==> src/rtl/core/md5_digest_stream_unit_macros.svh <==
// ----------------------------------------------------------------------------
// md5_digest_stream_unit_macros.svh
// Assertion shorthands for the streaming MD5 unit.
// ----------------------------------------------------------------------------
`ifndef MD5_DIGEST_STREAM_UNIT_MACROS_SVH
`define MD5_DIGEST_STREAM_UNIT_MACROS_SVH

// same-cycle implication, clocked on i_clk, off during reset
`define MD5DSU_AST_NOW(lbl, ante, cons, msg) \
    lbl: assert property (@(posedge i_clk) disable iff (!i_rst_n) (ante) |-> (cons)) \
        else $error(msg);

// next-cycle implication, clocked on i_clk, off during reset
`define MD5DSU_AST_NXT(lbl, ante, cons, msg) \
    lbl: assert property (@(posedge i_clk) disable iff (!i_rst_n) (ante) |=> (cons)) \
        else $error(msg);

`endif

==> src/rtl/core/md5ds_pkg.sv <==
// ----------------------------------------------------------------------------
// md5ds_pkg
// Shared types, constants and helper functions for the streaming MD5 unit.
// ----------------------------------------------------------------------------
`default_nettype none

package md5ds_pkg;

    typedef logic [31:0] t_word;

    typedef struct packed {
        t_word a;
        t_word b;
        t_word c;
        t_word d;
    } t_rvars;

    localparam t_word H0_INIT = 32'h67452301;
    localparam t_word H1_INIT = 32'hefcdab89;
    localparam t_word H2_INIT = 32'h98badcfe;
    localparam t_word H3_INIT = 32'h10325476;

    localparam t_word PAD_WORD = 32'h00000080;

    localparam t_word SINE_K [64] = '{
        32'hd76aa478, 32'he8c7b756, 32'h242070db, 32'hc1bdceee,
        32'hf57c0faf, 32'h4787c62a, 32'ha8304613, 32'hfd469501,
        32'h698098d8, 32'h8b44f7af, 32'hffff5bb1, 32'h895cd7be,
        32'h6b901122, 32'hfd987193, 32'ha679438e, 32'h49b40821,
        32'hf61e2562, 32'hc040b340, 32'h265e5a51, 32'he9b6c7aa,
        32'hd62f105d, 32'h02441453, 32'hd8a1e681, 32'he7d3fbc8,
        32'h21e1cde6, 32'hc33707d6, 32'hf4d50d87, 32'h455a14ed,
        32'ha9e3e905, 32'hfcefa3f8, 32'h676f02d9, 32'h8d2a4c8a,
        32'hfffa3942, 32'h8771f681, 32'h6d9d6122, 32'hfde5380c,
        32'ha4beea44, 32'h4bdecfa9, 32'hf6bb4b60, 32'hbebfbc70,
        32'h289b7ec6, 32'heaa127fa, 32'hd4ef3085, 32'h04881d05,
        32'hd9d4d039, 32'he6db99e5, 32'h1fa27cf8, 32'hc4ac5665,
        32'hf4292244, 32'h432aff97, 32'hab9423a7, 32'hfc93a039,
        32'h655b59c3, 32'h8f0ccc92, 32'hffeff47d, 32'h85845dd1,
        32'h6fa87e4f, 32'hfe2ce6e0, 32'ha3014314, 32'h4e0811a1,
        32'hf7537e82, 32'hbd3af235, 32'h2ad7d2bb, 32'heb86d391
    };

    function automatic logic [4:0] rot_amt(input logic [5:0] rnd);
        logic [4:0] s;
        case ({rnd[5:4], rnd[1:0]})
            4'h0: s = 5'd7;
            4'h1: s = 5'd12;
            4'h2: s = 5'd17;
            4'h3: s = 5'd22;
            4'h4: s = 5'd5;
            4'h5: s = 5'd9;
            4'h6: s = 5'd14;
            4'h7: s = 5'd20;
            4'h8: s = 5'd4;
            4'h9: s = 5'd11;
            4'ha: s = 5'd16;
            4'hb: s = 5'd23;
            4'hc: s = 5'd6;
            4'hd: s = 5'd10;
            4'he: s = 5'd15;
            default: s = 5'd21;
        endcase
        return s;
    endfunction

    // message word used by a round
    function automatic logic [3:0] msg_index(input logic [5:0] rnd);
        logic [3:0] j;
        logic [3:0] g;
        j = rnd[3:0];
        case (rnd[5:4])
            2'd0: g = j;
            2'd1: g = 4'(j * 4'd5 + 4'd1);
            2'd2: g = 4'(j * 4'd3 + 4'd5);
            default: g = 4'(j * 4'd7);
        endcase
        return g;
    endfunction

    function automatic t_word rotl(input t_word x, input logic [4:0] s);
        logic [63:0] t;
        t = {x, x} << s;
        return t[63:32];
    endfunction

    function automatic t_word swap_bytes(input t_word v);
        return {v[7:0], v[15:8], v[23:16], v[31:24]};
    endfunction

endpackage

`default_nettype wire

==> src/rtl/core/md5ds_round.sv <==
// ----------------------------------------------------------------------------
// md5ds_round
// Shared MD5 round datapath: sum of a, f, constant and message word, and the
// rotate-and-add that produces the new b.
// ----------------------------------------------------------------------------
`default_nettype none

module md5ds_round
    import md5ds_pkg::*;
(
    input  wire logic [5:0] i_rnd,
    input  wire t_rvars     i_vars,
    input  wire t_word      i_msg,
    input  wire t_word      i_sum,
    output t_word           o_sum,
    output t_word           o_b_new
);

    t_word f;

    always_comb begin
        case (i_rnd[5:4])
            2'd0: f = (i_vars.b & i_vars.c) | (~i_vars.b & i_vars.d);
            2'd1: f = (i_vars.d & i_vars.b) | (~i_vars.d & i_vars.c);
            2'd2: f = i_vars.b ^ i_vars.c ^ i_vars.d;
            default: f = i_vars.c ^ (i_vars.b | ~i_vars.d);
        endcase
    end

    assign o_sum   = i_vars.a + f + SINE_K[i_rnd] + i_msg;
    assign o_b_new = i_vars.b + rotl(i_sum, rot_amt(i_rnd));

endmodule

`default_nettype wire

==> src/rtl/core/md5_digest_stream_unit.sv <==
// ----------------------------------------------------------------------------
// md5_digest_stream_unit
// Streaming MD5: collects little-endian message words into a 16-word block,
// pads on the last word and returns the byte-reversed digest.
// ----------------------------------------------------------------------------
//  channel | valid        | stall        | payload
//  --------+--------------+--------------+-------------------------------------
//  input   | i_in_valid   | o_in_stall   | i_data_word, i_byte_count,
//          |              |              | i_last_word
//  output  | o_out_valid  | i_out_stall  | o_digest_word0 .. o_digest_word3
//
//  A word that does not complete a block is taken without stalling the input.
//  A full block holds the input while its 64 rounds run on the shared round
//  unit, each forming its sum and then its rotate-and-add, and while the
//  result is folded into the chaining words. The last word adds pad writes
//  up to the block end and one or two such compressions before the digest.
//  Synchronous active-low reset; the output register lets the next message
//  stream in while a digest is stalled, and only the next digest waits.
// ----------------------------------------------------------------------------
`default_nettype none

`include "md5_digest_stream_unit_macros.svh"

module md5_digest_stream_unit
    import md5ds_pkg::*;
(
    input  wire logic        i_clk,
    input  wire logic        i_rst_n,
    input  wire logic        i_in_valid,
    output logic             o_in_stall,
    input  wire logic [31:0] i_data_word,
    input  wire logic [2:0]  i_byte_count,
    input  wire logic        i_last_word,
    output logic             o_out_valid,
    input  wire logic        i_out_stall,
    output logic [31:0]      o_digest_word0,
    output logic [31:0]      o_digest_word1,
    output logic [31:0]      o_digest_word2,
    output logic [31:0]      o_digest_word3
);

    localparam logic [2:0] ST_IDLE = 3'd0;
    localparam logic [2:0] ST_PAD  = 3'd1;
    localparam logic [2:0] ST_RUN  = 3'd2;
    localparam logic [2:0] ST_FOLD = 3'd3;

    logic [2:0]  r_state, n_state;
    logic [3:0]  r_pos, n_pos;
    logic [63:0] r_len, n_len;
    t_rvars      r_chain, n_chain;
    t_rvars      r_vars, n_vars;
    logic [5:0]  r_rnd, n_rnd;
    logic        r_ph, n_ph;
    logic        r_need80, n_need80;
    logic        r_lo_done, n_lo_done;
    logic        r_in_pad, n_in_pad;
    logic        r_final, n_final;
    logic        r_out_valid, n_out_valid;
    t_word       r_sum, n_sum;
    t_word       r_dig0, n_dig0;
    t_word       r_dig1, n_dig1;
    t_word       r_dig2, n_dig2;
    t_word       r_dig3, n_dig3;
    t_word       r_msg;
    t_word       r_buf [16];

    logic        wr_en;
    t_word       wr_data;
    logic [2:0]  cnt;
    t_word       sum;
    t_word       b_new;
    t_rvars      folded;

    md5ds_round u_round (
        .i_rnd   (r_rnd),
        .i_vars  (r_vars),
        .i_msg   (r_msg),
        .i_sum   (r_sum),
        .o_sum   (sum),
        .o_b_new (b_new)
    );

    assign cnt = (i_byte_count > 3'd4) ? 3'd4 : i_byte_count;

    always_comb begin
        folded.a = r_chain.a + r_vars.a;
        folded.b = r_chain.b + r_vars.b;
        folded.c = r_chain.c + r_vars.c;
        folded.d = r_chain.d + r_vars.d;
    end

    always_comb begin
        n_state     = r_state;
        n_pos       = r_pos;
        n_len       = r_len;
        n_chain     = r_chain;
        n_vars      = r_vars;
        n_rnd       = r_rnd;
        n_ph        = r_ph;
        n_need80    = r_need80;
        n_lo_done   = r_lo_done;
        n_in_pad    = r_in_pad;
        n_final     = r_final;
        n_out_valid = r_out_valid;
        n_sum       = r_sum;
        n_dig0      = r_dig0;
        n_dig1      = r_dig1;
        n_dig2      = r_dig2;
        n_dig3      = r_dig3;
        wr_en       = 1'b0;
        wr_data     = '0;

        if (r_out_valid && !i_out_stall) begin
            n_out_valid = 1'b0;
        end

        unique case (r_state)
            ST_IDLE: begin
                if (i_in_valid) begin
                    wr_en = 1'b1;
                    if (!i_last_word) begin
                        wr_data = i_data_word;
                        n_len   = r_len + 64'd32;
                    end else begin
                        n_len     = r_len + {58'd0, cnt, 3'b000};
                        n_need80  = (cnt == 3'd4);
                        n_lo_done = 1'b0;
                        n_in_pad  = 1'b1;
                        n_state   = ST_PAD;
                        case (cnt)
                            3'd0:    wr_data = PAD_WORD;
                            3'd1:    wr_data = {16'h0000, 8'h80, i_data_word[7:0]};
                            3'd2:    wr_data = {8'h00, 8'h80, i_data_word[15:0]};
                            3'd3:    wr_data = {8'h80, i_data_word[23:0]};
                            default: wr_data = i_data_word;
                        endcase
                    end
                end
            end
            ST_PAD: begin
                wr_en = 1'b1;
                if (r_need80) begin
                    wr_data  = PAD_WORD;
                    n_need80 = 1'b0;
                end else if (r_pos == 4'd14 && !r_lo_done) begin
                    wr_data   = r_len[31:0];
                    n_lo_done = 1'b1;
                end else if (r_pos == 4'd15 && r_lo_done) begin
                    wr_data = r_len[63:32];
                    n_final = 1'b1;
                end else begin
                    wr_data = '0;
                end
            end
            ST_RUN: begin
                if (!r_ph) begin
                    n_sum = sum;
                    n_ph  = 1'b1;
                end else begin
                    n_vars.a = r_vars.d;
                    n_vars.b = b_new;
                    n_vars.c = r_vars.b;
                    n_vars.d = r_vars.c;
                    n_ph     = 1'b0;
                    n_rnd    = r_rnd + 6'd1;
                    if (r_rnd == 6'd63) begin
                        n_state = ST_FOLD;
                    end
                end
            end
            ST_FOLD: begin
                if (!r_final) begin
                    n_chain = folded;
                    n_state = r_in_pad ? ST_PAD : ST_IDLE;
                end else if (!r_out_valid || !i_out_stall) begin
                    n_dig0      = swap_bytes(folded.d);
                    n_dig1      = swap_bytes(folded.c);
                    n_dig2      = swap_bytes(folded.b);
                    n_dig3      = swap_bytes(folded.a);
                    n_out_valid = 1'b1;
                    n_chain     = '{a: H0_INIT, b: H1_INIT, c: H2_INIT, d: H3_INIT};
                    n_len       = '0;
                    n_final     = 1'b0;
                    n_in_pad    = 1'b0;
                    n_state     = ST_IDLE;
                end
            end
            default: begin
                n_state = ST_IDLE;
            end
        endcase

        // block complete: start the rounds
        if (wr_en) begin
            n_pos = r_pos + 4'd1;
            if (r_pos == 4'd15) begin
                n_state = ST_RUN;
                n_rnd   = '0;
                n_ph    = 1'b0;
                n_vars  = r_chain;
            end
        end
    end

    always_ff @(posedge i_clk) begin
        if (!i_rst_n) begin
            r_state     <= ST_IDLE;
            r_pos       <= '0;
            r_len       <= '0;
            r_chain     <= '{a: H0_INIT, b: H1_INIT, c: H2_INIT, d: H3_INIT};
            r_vars      <= '0;
            r_rnd       <= '0;
            r_ph        <= 1'b0;
            r_need80    <= 1'b0;
            r_lo_done   <= 1'b0;
            r_in_pad    <= 1'b0;
            r_final     <= 1'b0;
            r_out_valid <= 1'b0;
        end else begin
            r_state     <= n_state;
            r_pos       <= n_pos;
            r_len       <= n_len;
            r_chain     <= n_chain;
            r_vars      <= n_vars;
            r_rnd       <= n_rnd;
            r_ph        <= n_ph;
            r_need80    <= n_need80;
            r_lo_done   <= n_lo_done;
            r_in_pad    <= n_in_pad;
            r_final     <= n_final;
            r_out_valid <= n_out_valid;
        end
    end

    always_ff @(posedge i_clk) begin
        r_sum  <= n_sum;
        r_dig0 <= n_dig0;
        r_dig1 <= n_dig1;
        r_dig2 <= n_dig2;
        r_dig3 <= n_dig3;
    end

    // block buffer
    always_ff @(posedge i_clk) begin
        if (wr_en) begin
            r_buf[r_pos] <= wr_data;
        end
        r_msg <= r_buf[msg_index(n_rnd)];
    end

    assign o_in_stall     = (r_state != ST_IDLE);
    assign o_out_valid    = r_out_valid;
    assign o_digest_word0 = r_dig0;
    assign o_digest_word1 = r_dig1;
    assign o_digest_word2 = r_dig2;
    assign o_digest_word3 = r_dig3;

    `MD5DSU_AST_NXT(a_last_blocks_input, i_in_valid && !o_in_stall && i_last_word, o_in_stall, "last word request did not start padding")
    `MD5DSU_AST_NOW(a_run_pos_zero, r_state == ST_RUN, r_pos == 4'd0, "word position not wrapped during rounds")
    `MD5DSU_AST_NOW(a_digest_from_fold, $rose(r_out_valid), $past(r_state) == ST_FOLD, "digest loaded outside fold")

endmodule

`default_nettype wire
==> config.mk <==
export PLATFORM = sky130hd
export DESIGN_NAME = md5_digest_stream_unit
export DESIGN_NICKNAME = d
export VERILOG_FILES = /design/src/rtl/core/md5ds_pkg.sv /design/src/rtl/core/md5ds_round.sv /design/src/rtl/core/md5_digest_stream_unit.sv
export VERILOG_INCLUDE_DIRS = /design/src /design/src/rtl/core
export SDC_FILE = /design/constraint.sdc
export NUM_CORES = 2
export LEC_CHECK = 0
export ABC_AREA = 1
export BUFFER_PORTS_ARGS = -buffer_cell sky130_fd_sc_hd__buf_4
export CORE_ASPECT_RATIO = 1.25
export CORE_MARGIN = 4
export CORE_UTILIZATION = 30
export DETAILED_ROUTE_END_ITERATION = 16
export GPL_TIMING_DRIVEN = 0
export PLACE_DENSITY = 0.5
export SYNTH_ARGS = -nofsm -noshare
export SYNTH_HDL_FRONTEND = slang
export SYNTH_HIERARCHICAL = 1
export SYNTH_SLANG_ARGS = --single-unit
==> constraint.sdc <==
create_clock -name i_clk -period 9.08 [get_ports i_clk]
set_clock_uncertainty 0.15 [all_clocks]
set_input_delay 1.816 -clock i_clk [delete_from_list [all_inputs] [get_ports i_clk]]
set_output_delay 1.816 -clock i_clk [all_outputs]
set_load 0.02 [all_outputs]
==> impl_results.md <==
* Layout cells sized above 1 at 0.0743
* Initial antenna violation count at 9
* Critical path peak fanout at 10
* Met3 Resource Use GR at 0.0356
* # port buffers at 168
* Critical path type: flip-flop to flip-flop
* XOR/XNOR Fraction of Synth Area at 0.0242
* Vias in the first global route at 55.3k
* Drt drc at 0
* Clk buf depth at 3
* GRT overflow at 0
* Mux share of post-synthesis cell area at 0.000321
* Final hold viol count at 0
* H-tree Lvls at 3
* EDFF count, synth at 672
* Worst EP arrival at 7.52 ns
* Worst skew pair latency at 0.79 ns
* Status: finished, violations left
* Hold Buf Count CTS at 0
* Setup crit start kind: flip-flop
* Tot Pwr at 10.1 mW
* Post-synthesis sequential area ratio at 0.442
* Maximum operating frequency at 0.140 GHz
* Core area at 206,000 µm²
* Via count at 57.9k
* Required @ worst endpoint at 9.47 ns
* Final GP Congestion at 0.959
* Final wirelength at 278,000 µm
* Design Area, Final at 71,800 µm²
* Adder-Cell Fraction of Synth Area at 0.0710
* Area share of the largest cell type after synthesis at 0.324
* Setup crit end kind: flip-flop
* Post-CTS setup buffer count at 0
* Die height at 517 µm
* GRT busiest layer: met2
* Asr flop ratio synth at 0
* Filler cells at 21.6k
* Commonest cells after routing, fill and taps aside: nand2_1 (1,800), inv_1 (1,136), nand3_1 (992)
* Clk slew on worst S/H paths at 0.06 ns
* Failing checks: max-capacitance violations
* Top post-synthesis cells by area: edfxtp_1 (32%), dfxtp_1 (12%), nand2_1 (11%), nand3_1 (8.0%), inv_1 (6.8%)
* Main synth FF type: edfxtp_1
* I/O pin total at 170
* Simple-gate share of the synthesized area at 0.247
* Initial core utilization at 0.302
* Nets@finish at 8,543
* Hold Path Class: flip-flop to flip-flop
* Headroom to the max-slew limit at 0.00225
* Post-synthesis cell area at 62,300 µm²
* Synth Net Count at 8,201
* Cts bufs inserted at 118
* Post-CTS sizing at 0
* PwrDens at 141 nW/µm²
* Core Util, Final at 0.349
* Largest net degree at the start of global routing at 39
* Per-cell routed wire length at 25.2 µm
* Die Wd at 416 µm
* Fin crit share at 0.785
* Post-synth top area cell: edfxtp_1
* Maxcap violations at 1
* Pre-CTS setup slack at 2.13 ns
* Distinct cells, synth at 69
* Largest family of logic cells by synthesized area: simple AND/OR/NAND/NOR gates
* VDD IR max at 157 µV
* Slew @ Worst Pin at 1.50 ns
* Area delta synth->final at 15.3%
* RSZ-0062 raised after global routing: no
* Yosys warns at 6
* Crit path time final at 7.13 ns
* GR Util met2 at 0.441
* Pleak at 29.7 nW
* Drt pass-1 iters at 8
* FP Rows at 186
* Gate Count Post-Synth at 7,852
* # setup viols final at 0
* Met1 Usage GRT at 0.294
* Synth Area in Compound Gates at 0.123
* Gr usage total at 0.249
* Via/cell ratio at 5.25
* Seq cells post-synth at 1,040
* Slew Viols, Final at 0
* CTS tree: built
* Final worst setup slack at 1.95 ns
* Post-DP Area at 68,000 µm²
* Root Buffer: clkbuf_16
* Most common cell after layout, fill and taps aside: nand2_1
* DIE AREA at 215,000 µm²
* TritonCTS Sinks at 1,040
* Routed Antenna Nets at 0
* First-pass GRT wire length at 392,000 µm
* Post-DP HPWL at 216,000 µm
* Syn Area/Cell at 7.93 µm²
* Iter 0 DRT Violations at 5,645
[metrics by stage]
stage	hold WS, ns	cells	setup TNS [ns]
after CTS	0.320	11000	0
after global placement	0.309	10700	-733.46
final	0.314	11000	0
after global routing	0.342	11000	0
after floorplan	0.275	7852	0
after detailed placement	0.306	10800	0
[routing by layer]
metal,up-vias,part of all wire
met2,2422,0.49
met5,-,0.000043
met4,2,0.058
met3,615,0.065
li1,27100,-
met1,27800,0.39
[registers in the layout, indices dropped and copies added (netlist names), 3 cells and up]
name	flops
r_vars	128
r_buf	512
r_msg	32
r_chain	128
r_len	61
r_pos	4
r_sum	32
o_digest_word2	32
o_digest_word1	32
r_rnd	6
o_digest_word0	32
r_state	3
o_digest_word3	32
[critical path, stage by stage (launching register included)]
cell      delay [ns]
dfxtp_1         0.56
buf_6           0.22
inv_4           0.06
buf_2           0.22
nor2_1          0.36
buf_2           0.50
clkbuf_1        0.89
o21ai_0         0.23
o211ai_1        0.29
a21oi_1         0.16
fa_1            0.57
inv_1           0.05
fa_1            0.43
ha_1            0.34
a21oi_1         0.17
o21ai_0         0.15
a21oi_1         0.47
inv_1           0.09
a21oi_1         0.25
inv_1           0.14
nand2_1         0.08
nand2_1         0.07
nand2_1         0.07
nand2_1         0.06
xor2_1          0.28
[where the power goes]
group | switching [mW] | total, mW | internal (mW)
clock | 2.12 | 4.79 | 2.67
sequential | 0.00955 | 5.04 | 5.03
combinational | 0.214 | 0.296 | 0.0819
[final timing paths]
kind,start,to,slack (ns),cells past startpoint
worst min register to register,r_in_pad,r_in_pad,0.31,1
worst min-delay path,r_in_pad,r_in_pad,0.31,1
worst max-delay path,r_rnd[4],r_sum[22],1.95,24
worst max register to register,r_rnd[4],r_sum[22],1.95,24
[logic make-up (layout without fill, tap and decap cells)]
group / count (synthesis) / after routing
buffers and inverters: 1478 / 1920
and+or+nand+nor: 3594 / 3594
AOI/OAI and AO/OA: 1256 / 1256
DFF: 1040 / 1040
adders and majority gates: 309 / 309
muxes: 2 / 2
other: 1 / 4
xor gates and xnor gates: 172 / 172
[cells in the mapped netlist, types with 4 or more instances]
master and number:
o21a_1 18, nand4_1 40, xor2_1 116, o211ai_1 63, buf_2 107, ha_1 235
clkbuf_1 178, a311oi_1 129, o22ai_1 37, nor3_1 95, fa_1 74, nor2_1 537
o31ai_1 25, a21oi_1 456, nand3b_1 13, buf_4 8, nand2_1 1800, o21ai_2 4
xnor2_1 56, o21ai_0 313, inv_2 15, and2_1 31, o21bai_1 21, o221ai_1 31
a21o_1 35, edfxtp_1 672, inv_1 1136, a221oi_1 20, nor4_1 23, o21ai_1 22
nand3_2 9, a31oi_1 37, nand2_2 9, dfxtp_1 368, or2_1 11, buf_1 25
or2_2 16, a211oi_1 16, nand3_1 992, buf_6 6
[cell type report]
class | count | area, µm² | share of cell area
clock buffer | 157 | 3180 | 0.0443
timing repair buffer | 222 | 2060 | 0.0287
tap | 2726 | 3410 | 0.0475
buffer | 325 | 1430 | 0.0199
antenna | 3 | 7.51 | 0.000105
sequential | 1040 | 27500 | 0.384
inverter | 1153 | 4330 | 0.0603
clock inverter | 63 | 626 | 0.00871
multi-input combinational | 5334 | 29200 | 0.407
(Power assumes the default switching activity.)
